[config.mk]
export PLATFORM = sky130hd
export DESIGN_NAME = framed_ascii_command_decoder
export DESIGN_NICKNAME = d
export VERILOG_FILES = /design/src/rtl/fcd_pkg.sv /design/src/rtl/framed_ascii_command_decoder.sv /design/src/rtl/fcd_front.sv /design/src/rtl/fcd_queue.sv /design/src/rtl/fcd_back.sv
export SDC_FILE = /design/constraint.sdc
export NUM_CORES = 1
export LEC_CHECK = 0
export BUFFER_PORTS_ARGS = -buffer_cell sky130_fd_sc_hd__buf_4
export CAP_MARGIN = 20
export CORE_MARGIN = 5
export CORE_UTILIZATION = 40
export CTS_CLUSTER_DIAMETER = 200
export DETAILED_ROUTE_END_ITERATION = 16
export PLACE_DENSITY = 0.56
export SETUP_SLACK_MARGIN = 0.1
export SYNTH_ARGS = -nofsm -noshare
export SYNTH_HDL_FRONTEND = slang
export SYNTH_SLANG_ARGS = --single-unit
[constraint.sdc]
create_clock -name clk_i -period 6.8 [get_ports clk_i]
set_input_delay 1.02 -clock clk_i [delete_from_list [all_inputs] [get_ports clk_i]]
set_output_delay 1.02 -clock clk_i [all_outputs]
set_load 0.01 [all_outputs]
[src/rtl/fcd_pkg.sv]
// Shared types and character constants for the framed ASCII command decoder.
`timescale 1ns / 1ps

package fcd_pkg;

  // Frame characters
  localparam logic [7:0] CH_AT   = 8'h40;  // '@' opens a frame
  localparam logic [7:0] CH_HASH = 8'h23;  // '#' closes a frame
  localparam logic [7:0] CH_TAG  = 8'h54;  // 'T' header byte
  localparam logic [7:0] CH_ZERO = 8'h30;  // '0'
  localparam logic [7:0] CH_NINE = 8'h39;  // '9'

  // Body geometry: header, three command letters, four argument characters
  localparam int unsigned BODY_LEN = 8;
  localparam int unsigned IDX_W    = $clog2(BODY_LEN);
  localparam int unsigned POS_W    = 4;
  localparam logic [POS_W-1:0] POS_FULL = POS_W'(BODY_LEN);
  localparam logic [POS_W-1:0] POS_OVER = POS_W'(BODY_LEN + 1);

  localparam int unsigned VAL_W  = 14;
  localparam int unsigned KIND_W = 3;

  // Result kind codes
  typedef enum logic [KIND_W-1:0] {
    KIND_REJECT = 3'd0,
    KIND_START  = 3'd1,
    KIND_STOP   = 3'd2,
    KIND_KP     = 3'd3,
    KIND_KD     = 3'd4,
    KIND_ERR1   = 3'd5,
    KIND_ERR2   = 3'd6,
    KIND_LOCK   = 3'd7
  } kind_e;

  // One closed frame as handed from capture to decode
  typedef struct packed {
    logic                          len_ok;
    logic [BODY_LEN-1:0][7:0]      body;
  } frame_t;

  // Capture side push toward the queue
  typedef struct packed {
    logic   valid;
    frame_t frame;
  } frame_push_t;

endpackage

[src/rtl/framed_ascii_command_decoder.sv]
// Top level of the framed ASCII command decoder: capture, frame queue, decode.
`timescale 1ns / 1ps

// Takes one received byte per cycle on the slave stream. '@' opens a frame at
// any time; the next eight bytes are kept and '#' closes it. A closed frame
// "@T" + command + four characters + "#" is decoded: CMDSTAR/CMDSTOP set the
// run/stop flags, PKP, PKD, ER1, ER2 and LOC load a four-digit decimal value
// (gains in thousandths). Each '#' inside an open frame gives one result item
// carrying the kind code on tuser (0 means rejected: wrong length, bad header,
// unknown command or a non-digit argument) and every held value on tdata.
// Bytes outside a frame give nothing. Throughput is one byte per cycle; the
// capture side stalls only when the frame queue (QUEUE_DEPTH entries) is full
// because results are not being taken. A result is offered once its '#' is
// accepted: the frame enters the queue on the accepting edge and is decoded
// into the output register when it heads the queue and the output slot is free.

module framed_ascii_command_decoder
  import fcd_pkg::*;
#(
  parameter int unsigned QUEUE_DEPTH = 2
) (
  input  logic        clk_i,
  input  logic        rst_ni,
  // byte input
  input  logic        s_axis_tvalid,
  output logic        s_axis_tready,
  input  logic [7:0]  s_axis_tdata,   // [7:0] rx_byte
  // result output
  output logic        m_axis_tvalid,
  input  logic        m_axis_tready,
  output logic [71:0] m_axis_tdata,   // [0] run_started, [1] run_stopped,
                                      // [15:2] kp_milli, [29:16] kd_milli,
                                      // [43:30] error_one, [57:44] error_two,
                                      // [71:58] lock correction value
  output logic [2:0]  m_axis_tuser    // [2:0] frame_kind
);

  frame_push_t      push;
  logic             q_full, q_valid, q_pop;
  frame_t           q_frame;
  logic             start, stop;
  logic [VAL_W-1:0] kp, kd, err1, err2, lock;
  logic             accept;

  assign s_axis_tready = !q_full;
  assign accept        = s_axis_tvalid && s_axis_tready;

  fcd_front u_front (
    .clk_i    (clk_i),
    .rst_ni   (rst_ni),
    .accept_i (accept),
    .byte_i   (s_axis_tdata),
    .push_o   (push)
  );

  fcd_queue #(
    .DEPTH (QUEUE_DEPTH),
    .WIDTH ($bits(frame_t))
  ) u_queue (
    .clk_i   (clk_i),
    .rst_ni  (rst_ni),
    .push_i  (push.valid),
    .data_i  (push.frame),
    .full_o  (q_full),
    .valid_o (q_valid),
    .pop_i   (q_pop),
    .data_o  (q_frame)
  );

  fcd_back u_back (
    .clk_i         (clk_i),
    .rst_ni        (rst_ni),
    .frame_valid_i (q_valid),
    .frame_i       (q_frame),
    .pop_o         (q_pop),
    .out_valid_o   (m_axis_tvalid),
    .out_ready_i   (m_axis_tready),
    .kind_o        (m_axis_tuser),
    .start_o       (start),
    .stop_o        (stop),
    .kp_o          (kp),
    .kd_o          (kd),
    .err1_o        (err1),
    .err2_o        (err2),
    .lock_o        (lock)
  );

  assign m_axis_tdata = {lock, err2, err1, kd, kp, stop, start};

endmodule

[src/rtl/fcd_front.sv]
// Capture stage: tracks '@' ... '#' framing and collects the eight body bytes.
`timescale 1ns / 1ps

module fcd_front
  import fcd_pkg::*;
(
  input  logic        clk_i,
  input  logic        rst_ni,
  input  logic        accept_i,   // byte taken this cycle
  input  logic [7:0]  byte_i,
  output frame_push_t push_o
);

  logic                     cap_q, cap_d;
  logic [POS_W-1:0]         pos_q, pos_d;
  logic [BODY_LEN-1:0][7:0] body_q;
  logic                     wr_en;

  // Framing control
  always_comb begin
    cap_d             = cap_q;
    pos_d             = pos_q;
    wr_en             = 1'b0;
    push_o.valid      = 1'b0;
    push_o.frame.len_ok = (pos_q == POS_FULL);
    push_o.frame.body   = body_q;
    if (accept_i) begin
      if (byte_i == CH_AT) begin
        cap_d = 1'b1;
        pos_d = '0;
      end else if (cap_q) begin
        if (byte_i == CH_HASH) begin
          push_o.valid = 1'b1;
          cap_d        = 1'b0;
          pos_d        = '0;
        end else if (pos_q < POS_FULL) begin
          wr_en = 1'b1;
          pos_d = pos_q + POS_W'(1);
        end else begin
          // overlong frame: drop the byte, remember the overrun
          pos_d = POS_OVER;
        end
      end
    end
  end

  always_ff @(posedge clk_i or negedge rst_ni) begin
    if (!rst_ni) begin
      cap_q <= 1'b0;
      pos_q <= '0;
    end else begin
      cap_q <= cap_d;
      pos_q <= pos_d;
    end
  end

  // Body byte store, no reset needed
  always_ff @(posedge clk_i) begin
    if (wr_en) begin
      body_q[pos_q[IDX_W-1:0]] <= byte_i;
    end
  end

  // Position never runs past the overrun mark
  a_pos_range: assert property (@(posedge clk_i) disable iff (!rst_ni)
    pos_q <= POS_OVER)
    else $error("capture position out of range");

  // Position only moves while a frame is open
  a_pos_idle: assert property (@(posedge clk_i) disable iff (!rst_ni)
    !cap_q |-> pos_q == '0)
    else $error("position nonzero while idle");

  // A frame is closed only from an open capture
  a_push_cap: assert property (@(posedge clk_i) disable iff (!rst_ni)
    push_o.valid |-> cap_q)
    else $error("frame push without capture");

endmodule

[src/rtl/fcd_queue.sv]
// Short frame queue between capture and decode.
`timescale 1ns / 1ps

module fcd_queue #(
  parameter int unsigned DEPTH = 2,
  parameter int unsigned WIDTH = 8
) (
  input  logic             clk_i,
  input  logic             rst_ni,
  input  logic             push_i,
  input  logic [WIDTH-1:0] data_i,
  output logic             full_o,
  output logic             valid_o,
  input  logic             pop_i,
  output logic [WIDTH-1:0] data_o
);

  localparam int unsigned PW = (DEPTH > 1) ? $clog2(DEPTH) : 1;
  localparam int unsigned CW = $clog2(DEPTH + 1);
  localparam logic [PW-1:0] LAST = PW'(DEPTH - 1);

  logic [WIDTH-1:0] mem_q [DEPTH];
  logic [PW-1:0]    wr_q, rd_q;
  logic [CW-1:0]    cnt_q;
  logic             do_push, do_pop;

  assign full_o  = (cnt_q == CW'(DEPTH));
  assign valid_o = (cnt_q != '0);
  assign data_o  = mem_q[rd_q];
  assign do_push = push_i && !full_o;
  assign do_pop  = pop_i && valid_o;

  // Pointers and fill count
  always_ff @(posedge clk_i or negedge rst_ni) begin
    if (!rst_ni) begin
      wr_q  <= '0;
      rd_q  <= '0;
      cnt_q <= '0;
    end else begin
      if (do_push) begin
        wr_q <= (wr_q == LAST) ? '0 : wr_q + PW'(1);
      end
      if (do_pop) begin
        rd_q <= (rd_q == LAST) ? '0 : rd_q + PW'(1);
      end
      if (do_push && !do_pop) begin
        cnt_q <= cnt_q + CW'(1);
      end else if (do_pop && !do_push) begin
        cnt_q <= cnt_q - CW'(1);
      end
    end
  end

  // Entry storage
  always_ff @(posedge clk_i) begin
    if (do_push) begin
      mem_q[wr_q] <= data_i;
    end
  end

  a_cnt_range: assert property (@(posedge clk_i) disable iff (!rst_ni)
    cnt_q <= CW'(DEPTH))
    else $error("queue count overflow");

  a_no_lost_push: assert property (@(posedge clk_i) disable iff (!rst_ni)
    full_o |-> !push_i)
    else $error("push into full queue");

  a_ptr_match: assert property (@(posedge clk_i) disable iff (!rst_ni)
    (cnt_q == '0) |-> (wr_q == rd_q))
    else $error("empty queue with pointers apart");

endmodule

[src/rtl/fcd_back.sv]
// Decode stage: checks a closed frame, updates the held values, drives the result.
`timescale 1ns / 1ps

module fcd_back
  import fcd_pkg::*;
(
  input  logic              clk_i,
  input  logic              rst_ni,
  input  logic              frame_valid_i,
  input  frame_t            frame_i,
  output logic              pop_o,
  output logic              out_valid_o,
  input  logic              out_ready_i,
  output logic [KIND_W-1:0] kind_o,
  output logic              start_o,
  output logic              stop_o,
  output logic [VAL_W-1:0]  kp_o,
  output logic [VAL_W-1:0]  kd_o,
  output logic [VAL_W-1:0]  err1_o,
  output logic [VAL_W-1:0]  err2_o,
  output logic [VAL_W-1:0]  lock_o
);

  logic             out_valid_q;
  kind_e            kind_q, kind_d;
  logic             start_q, start_d, stop_q, stop_d;
  logic [VAL_W-1:0] kp_q, kp_d, kd_q, kd_d, err1_q, err1_d, err2_q, err2_d;
  logic [VAL_W-1:0] lock_q, lock_d;
  logic             all_digits;
  logic [3:0]       dig [4];
  logic [VAL_W-1:0] value;
  logic             hdr_ok;

  function automatic logic cmd_is(frame_t f, logic [7:0] a, logic [7:0] b, logic [7:0] c);
    return f.body[1] == a && f.body[2] == b && f.body[3] == c;
  endfunction

  function automatic logic arg_is(frame_t f, logic [7:0] a, logic [7:0] b,
                                  logic [7:0] c, logic [7:0] d);
    return f.body[4] == a && f.body[5] == b && f.body[6] == c && f.body[7] == d;
  endfunction

  // Slot free or being emptied: take the next frame
  assign pop_o = frame_valid_i && (!out_valid_q || out_ready_i);

  // Argument digits and their decimal value
  always_comb begin
    all_digits = 1'b1;
    for (int i = 0; i < 4; i++) begin
      dig[i] = 4'(frame_i.body[4+i] - CH_ZERO);
      if (frame_i.body[4+i] < CH_ZERO || frame_i.body[4+i] > CH_NINE) begin
        all_digits = 1'b0;
      end
    end
    value = VAL_W'(dig[0]) * VAL_W'(1000) + VAL_W'(dig[1]) * VAL_W'(100)
          + VAL_W'(dig[2]) * VAL_W'(10) + VAL_W'(dig[3]);
  end

  assign hdr_ok = frame_i.len_ok && (frame_i.body[0] == CH_TAG);

  // Command decode
  always_comb begin
    kind_d  = KIND_REJECT;
    start_d = start_q;
    stop_d  = stop_q;
    kp_d    = kp_q;
    kd_d    = kd_q;
    err1_d  = err1_q;
    err2_d  = err2_q;
    lock_d  = lock_q;
    if (hdr_ok) begin
      if (cmd_is(frame_i, "C", "M", "D")) begin
        if (arg_is(frame_i, "S", "T", "A", "R")) begin
          kind_d  = KIND_START;
          start_d = 1'b1;
          stop_d  = 1'b0;
        end else if (arg_is(frame_i, "S", "T", "O", "P")) begin
          kind_d  = KIND_STOP;
          start_d = 1'b0;
          stop_d  = 1'b1;
        end
      end else if (all_digits) begin
        if (cmd_is(frame_i, "P", "K", "P")) begin
          kind_d = KIND_KP;
          kp_d   = value;
        end else if (cmd_is(frame_i, "P", "K", "D")) begin
          kind_d = KIND_KD;
          kd_d   = value;
        end else if (cmd_is(frame_i, "E", "R", "1")) begin
          kind_d = KIND_ERR1;
          err1_d = value;
        end else if (cmd_is(frame_i, "E", "R", "2")) begin
          kind_d = KIND_ERR2;
          err2_d = value;
        end else if (cmd_is(frame_i, "L", "O", "C")) begin
          kind_d = KIND_LOCK;
          lock_d = value;
        end
      end
    end
  end

  // Held values change only when a new result loads, so they double as output data
  always_ff @(posedge clk_i or negedge rst_ni) begin
    if (!rst_ni) begin
      out_valid_q <= 1'b0;
      kind_q      <= KIND_REJECT;
      start_q     <= 1'b0;
      stop_q      <= 1'b0;
      kp_q        <= '0;
      kd_q        <= '0;
      err1_q      <= '0;
      err2_q      <= '0;
      lock_q      <= '0;
    end else begin
      if (pop_o) begin
        out_valid_q <= 1'b1;
        kind_q      <= kind_d;
        start_q     <= start_d;
        stop_q      <= stop_d;
        kp_q        <= kp_d;
        kd_q        <= kd_d;
        err1_q      <= err1_d;
        err2_q      <= err2_d;
        lock_q      <= lock_d;
      end else if (out_ready_i) begin
        out_valid_q <= 1'b0;
      end
    end
  end

  assign out_valid_o = out_valid_q;
  assign kind_o      = kind_q;
  assign start_o     = start_q;
  assign stop_o      = stop_q;
  assign kp_o        = kp_q;
  assign kd_o        = kd_q;
  assign err1_o      = err1_q;
  assign err2_o      = err2_q;
  assign lock_o      = lock_q;

  a_flags_excl: assert property (@(posedge clk_i) disable iff (!rst_ni)
    !(start_q && stop_q))
    else $error("start and stop both held");

  a_reject_holds: assert property (@(posedge clk_i) disable iff (!rst_ni)
    (pop_o && kind_d == KIND_REJECT) |=>
      ($stable(kp_q) && $stable(kd_q) && $stable(err1_q) && $stable(err2_q)
       && $stable(lock_q) && $stable(start_q) && $stable(stop_q)))
    else $error("rejected frame changed held values");

  a_values_range: assert property (@(posedge clk_i) disable iff (!rst_ni)
    kp_q <= VAL_W'(9999) && kd_q <= VAL_W'(9999) && err1_q <= VAL_W'(9999)
    && err2_q <= VAL_W'(9999) && lock_q <= VAL_W'(9999))
    else $error("held value above four digits");

endmodule
# Word level (Yosys, flattened, before mapping)
# Memories as Yosys holds them, arrays and structs flattened.
# Cells that the tools add are included.
# Widths: inputs -> output; s select.
# word_totals
ramBits	130
register_bits	149
elab_cells	167
mem_count	1
inputBits	12
# classes
n_addsub	12
mul	3
muxes	45
bitwise_logic	5
reduce_logical	44
n_eq_ne	24
n_lt_le_gt_ge	11
# memory_table
name	words	word_bits	read_ports	rd_ports_with_merged_regs	write_ports	line_no	source
u_queue.mem_q	2	65	1	0	1	fcd_queue.sv:22	logic [WIDTH-1:0] mem_q [DEPTH];
# op_table
op	n
$eq 8x7->1 const B	19
$bwmux 64	1
$gt 8x6->1 const B	4
$lt 8x6->1 const B	4
$mux 3	9
$mux 1	26
$demux 8 s3	1
$eq 8x6->1 const B	3
$logic_and 1x1->1	23
$mux 4	4
$sub 4x1->4 const B	4
$add 14x11->14	1
$add 14x4->14	1
$add 14x8->14	1
$mul 4x7->11 const B	1
$reduce_bool 2->1	5
$mul 4x5->9 const B	1
$reduce_and 9->1	1
$mux 8	1
$reduce_and 8->1	1
$mul 4x3->7 const B	1
$reduce_and 7->1	1
$mux 2	3
$reduce_and 6->1	1
other kinds (15)	27

# Depth between registers and ports, before layout
# An unclocked memory read counts as a cell.
# depth
depth_word	12
mapped_depth	23
depth_no_buf	19

# By module
# From an unflattened synthesis, not the netlist that was laid out.
# hier_totals
hier_cells	817
area_unflattened_um2	12393.1
# modules_own_cells
mod	area_each_um2	seq_area_each_um2	cells_per_inst	n_inst
fcd_queue	5049.8	4003.8	221	1
fcd_back	4893.4	1901.8	471	1
fcd_front	2424.8	2047.0	121	1
framed_ascii_command_decoder	25.0	0.0	4	1

# Least setup slack after synthesis
# OpenSTA, ideal clock, no wires.
# synth_path
kind	in2reg
startpoint	in s_axis_tdata[4]
endpoint	mem u_queue.mem_q[0][0] (netlist name), enable pin
n_path_buf	0
arrival_time_ns	6.382
path_slack_ns	-0.150
stages	4
cell_sequence	or4_1 nor2_1 nand4b_1 nor3_1
# synth_via
elab_chain_cells	8
word_cells_on_any_way	9
cone_classes	eq/ne: 2; mux: 6; reduce/logical: 1
# synth_lines
element	line_no	source
start, declared	framed_ascii_command_decoder.sv:27	input logic [7:0] s_axis_tdata,
$eq 8x6->1	fcd_front.sv:32	if (byte_i == CH_HASH) begin
$mux 1	fcd_front.sv:32	
$mux 1	fcd_front.sv:31	end else if (cap_q) begin
$mux 1 (*)	fcd_front.sv:28	if (byte_i == CH_AT) begin
$mux 1 (*)	fcd_front.sv:27	if (accept_i) begin
$logic_and 1x1->1 (*)	fcd_queue.sv:30	assign do_push = push_i && !full_o;
$mux 1 (*)	fcd_queue.sv:56	if (do_push) begin
$mux 1 (not written as such) (*)	fcd_queue.sv:57	mem_q[wr_q] <= data_i;
end, declared	fcd_queue.sv:22	
# Mark *: on every way between the ends. The rest lies on a longest branch, timed or not.

# Final worst setup path
# layout_path
startpoint	reg u_queue.rd_q
endpoint	reg u_back.lock_q[12], in the netlist u_back.lock_o[12]
# layout_via
elab_chain_cells	8
word_cells_on_any_way	58
cone_classes	add/sub: 7; mul: 3; order compare: 8; eq/ne: 14; mux: 4; bitwise: 5; reduce/logical: 16; memory: 1
# layout_lines
element	line_no	source
start, declared	fcd_queue.sv:23	logic [PW-1:0] wr_q, rd_q;
start signal, assigned	fcd_queue.sv:44	rd_q <= (rd_q == LAST) ? '0 : rd_q + PW'(1);
$mem_v2 2x65 (*)	n/a	
parallel branches: the longest is 7 deep, another holds $add 14x11->14	n/a	
end signal, assigned	fcd_back.sv:125	lock_q <= lock_d;
end, declared	fcd_back.sv:28	logic [VAL_W-1:0] lock_q, lock_d;
# Every way passes the cells marked *.
# A chain may end at the register's enable or synchronous reset.

==> flow_metrics.env <==
export IMPL_placed_cells=1261
export IMPL_end_kind="flop"
export IMPL_grt_pass1_wl_microns=39800
export IMPL_viasPerCell=5.04
export IMPL_coreArea_sq_um=29800
export IMPL_first_pass_iters=5
export IMPL_cp_cell_sequence="buf_4 > mux2i_1 > inv_1 > ha_1 > ha_1 > inv_1 > fa_1 > fa_1 > inv_1 > ha_1 > ha_1 > nor2b_1 > o31ai_1 > a21oi_1 > o311ai_0 > mux2_2"
export IMPL_synth_area_mux_share=0.0818
export IMPL_hpwl_microns=17400
export IMPL_cts_setup_buffers=0
export IMPL_hp_class="in2async"
export IMPL_clkLatencyLatePin_ps=570
export IMPL_syn_area_sq_um=12100
export IMPL_grt_overflow_total=0
export IMPL_syn_area_per_cell_sq_um=15.4
export IMPL_postCtsHoldBufs=0
export IMPL_grt_total_usage=0.149
export IMPL_place_gp_congestion=0.766
export IMPL_synthXorXnorAreaFrac=0.0166
export IMPL_rows=63
export IMPL_cts_root_buffer="clkbuf_16"
export IMPL_die_h_microns=184
export IMPL_post_route_period_util=0.828
export IMPL_synth_cells=789
export IMPL_finalSetupViolCount=0
export IMPL_path_clk_slew_ps=60
export IMPL_drt_total_wl_microns=24900
export IMPL_cts_buffers=30
export IMPL_grt_max_degree=72
export IMPL_drive_gt1_frac=0.254
export IMPL_drt_wirelength_per_cell_microns=18.9
export IMPL_cts_tree="yes"
export IMPL_start_util=0.408
export IMPL_htreeDepth=1
export IMPL_die_x_microns=184
export IMPL_required_ps=7270
export IMPL_syn_to_final_growth_pct=17.7
export IMPL_cts_buffer_depth=3
export IMPL_rrSetupSlack_ps=1170
export IMPL_antenna_found_initial=0
export IMPL_yosys_area_share_simple=0.0868
export IMPL_yosysSeqAreaShare=0.655
export IMPL_vdd_ir_drop_max_mv=0.494
export IMPL_syn_num_nets=880
export IMPL_synth_cell_type_count=70
export IMPL_synthTopCellsByArea="edfxtp_1, dfrtp_1, mux2_2"
export IMPL_diodes=0
export IMPL_async_flop_share=0.305
export IMPL_fin_nets=995
export IMPL_drtIter0Drc=347
export IMPL_worstMarginPinSlew_ps=1080
export IMPL_synth_edf_count=194
export IMPL_io_pins=89
export IMPL_crit_slowest_cell="o311ai_0"
export IMPL_skew_ps=40.7
export IMPL_fillCellCount=2658
export IMPL_grt_pass1_vias=7002
export IMPL_worstPathArrival_ps=6110
export IMPL_yosys_area_top_type_share=0.480
export IMPL_critPathMostFrequentCell="ha_1"
export IMPL_p_leak_uw=0.00594
export IMPL_outcome="completed"
export IMPL_slew_headroom=0.278
export IMPL_fmaxAchievable_ghz=0.178
export IMPL_final_common_cell="edfxtp_1"
export IMPL_yosys_warnings=0
export IMPL_die_area_sq_um=33900
export IMPL_maxCapViolCount=0
export IMPL_cts_sinks=279
export IMPL_rsz0062_at_grt="false"
export IMPL_yosys_area_top_type="edfxtp_1"
export IMPL_cpPeakStageDelay_ps=820
export IMPL_port_buffers=88
export IMPL_vias=6643
export IMPL_synth_compound_area_frac=0.0425
export IMPL_layout_common_cells="edfxtp_1, buf_4, dfrtp_1"
export IMPL_final_max_slew_viol_count=0
export IMPL_synth_top_family_by_area="adder cells"
export IMPL_start_kind="flop"
export IMPL_power_density_nw_per_um2=494
export IMPL_postRouteAntennaNets=0
export IMPL_fin_cells=1318
export IMPL_drcViolationCount=0
export IMPL_ys_seq_elements=279
export IMPL_synth_ff_type="edfxtp_1"
export IMPL_finalHoldViolations=0
export IMPL_finalCriticalPeriod_ps=5630
export IMPL_synth_adder_area_share=0.0919
export IMPL_crit_type="reg2reg"
export IMPL_ctsResizeCount=0
export IMPL_cp_max_fo=53
export IMPL_tns_ps=0
==> metal layers <==
layer  part of all wire  GRT usage  vias up
li1                   -          -     3163
met1               0.45      0.204     3310
met2               0.48      0.252      133
met3              0.046     0.0235       37
met4              0.023     0.0358        0
met5                  0          0        -
==> cells in the mapped netlist (4+ instances only) <==
| library cell | instances |
|---|---|
| nor4bb_1 | 10 |
| nand2b_1 | 5 |
| nor3_1 | 15 |
| a21oi_1 | 15 |
| mux2i_1 | 16 |
| nand3_1 | 10 |
| nor2b_1 | 10 |
| o21ai_0 | 11 |
| nand2_1 | 29 |
| nor2_1 | 27 |
| nor3b_1 | 8 |
| buf_2 | 11 |
| dfrtp_1 | 85 |
| nand4b_1 | 7 |
| a21o_1 | 4 |
| mux2_2 | 74 |
| and3b_1 | 5 |
| ha_1 | 62 |
| nand3_2 | 4 |
| xnor2_1 | 19 |
| inv_1 | 62 |
| nor4b_1 | 9 |
| nand3b_1 | 4 |
| xor2_1 | 4 |
| edfxtp_1 | 194 |
| fa_1 | 17 |
==> cell type report <==
| cell class | count | area (sq um) | share of cell area |
|---|---|---|---|
| Clock buffer | 44 | 863 | 0.0604 |
| Timing Repair Buffer | 98 | 768 | 0.0538 |
| Multi-Input combinational cell | 433 | 3900 | 0.273 |
| Tap cell | 390 | 488 | 0.0341 |
| Clock inverter | 12 | 86.3 | 0.00604 |
| Sequential cell | 279 | 7950 | 0.557 |
| Inverter | 62 | 233 | 0.0163 |
==> registers in the layout, summed over array words and instances, names as in the netlist <==
| register | cells |
|---|---|
| u_queue.wr_q | 1 |
| u_queue.cnt_q | 2 |
| u_back.kp_o | 14 |
| u_back.out_valid_o | 1 |
| u_front.cap_q | 1 |
| u_back.err1_o | 14 |
| u_front.pos_q | 4 |
| u_back.err2_o | 14 |
| u_back.stop_o | 1 |
| u_back.start_o | 1 |
| u_back.kd_o | 14 |
| u_queue.mem_q | 130 |
| u_front.push_o | 64 |
| u_back.lock_o | 14 |
| u_back.kind_o | 3 |
| u_queue.rd_q | 1 |
==> critical path, delay by kind of cell, from the launching register on <==
family | cells | cell delay [ps]
AO/OA/AOI/OAI | 3 | 1330
AND/OR/NAND/NOR | 1 | 160
adder cells (fa/ha/maj) | 6 | 2100
multiplexers | 2 | 720
flip-flops | 1 | 450
buffers and inverters | 4 | 760
==> cells by family after synthesis <==
family	Yosys count
buffers and inverters	77
AND/OR/NAND/NOR	170
adder cells (fa/ha/maj)	79
multiplexers	90
XOR/XNOR	23
flip-flops	279
AO/OA/AOI/OAI	71
==> path summary, 6_finish.rpt <==
check	start	end	cells after the start
max	u_queue.rd_q	u_back.lock_o[12]	16
min	rst_ni	u_front.pos_q[3]	1
max reg2reg	u_queue.rd_q	u_back.lock_o[12]	16
min reg2reg	u_front.push_o[60]	u_queue.mem_q[1][60]	0
max in group asynchronous	rst_ni	u_back.err1_o[3]	2
min in group clk_i	u_front.push_o[60]	u_queue.mem_q[1][60]	0
==> where the power goes <==
part           switching (uW)  internal, uW
combinational            2250          1350
sequential               49.9          1890
clock                     646           881
==> through the flow <==
stage	hold WS, ps	util	instance area, sq um	total power (uW)	worst slack, ps
2_1_floorplan	421	-	12200	4580	1060
3_3_place_gp	422	0.447	13300	5640	1340
3_5_place_dp	430	0.447	13300	5660	1130
4_1_cts	291	0.479	14300	7230	1120
5_1_grt	300	0.480	14300	7720	712
6_report	322	0.480	14300	7060	1170
Note: power is estimated with default switching activity, not from simulation.
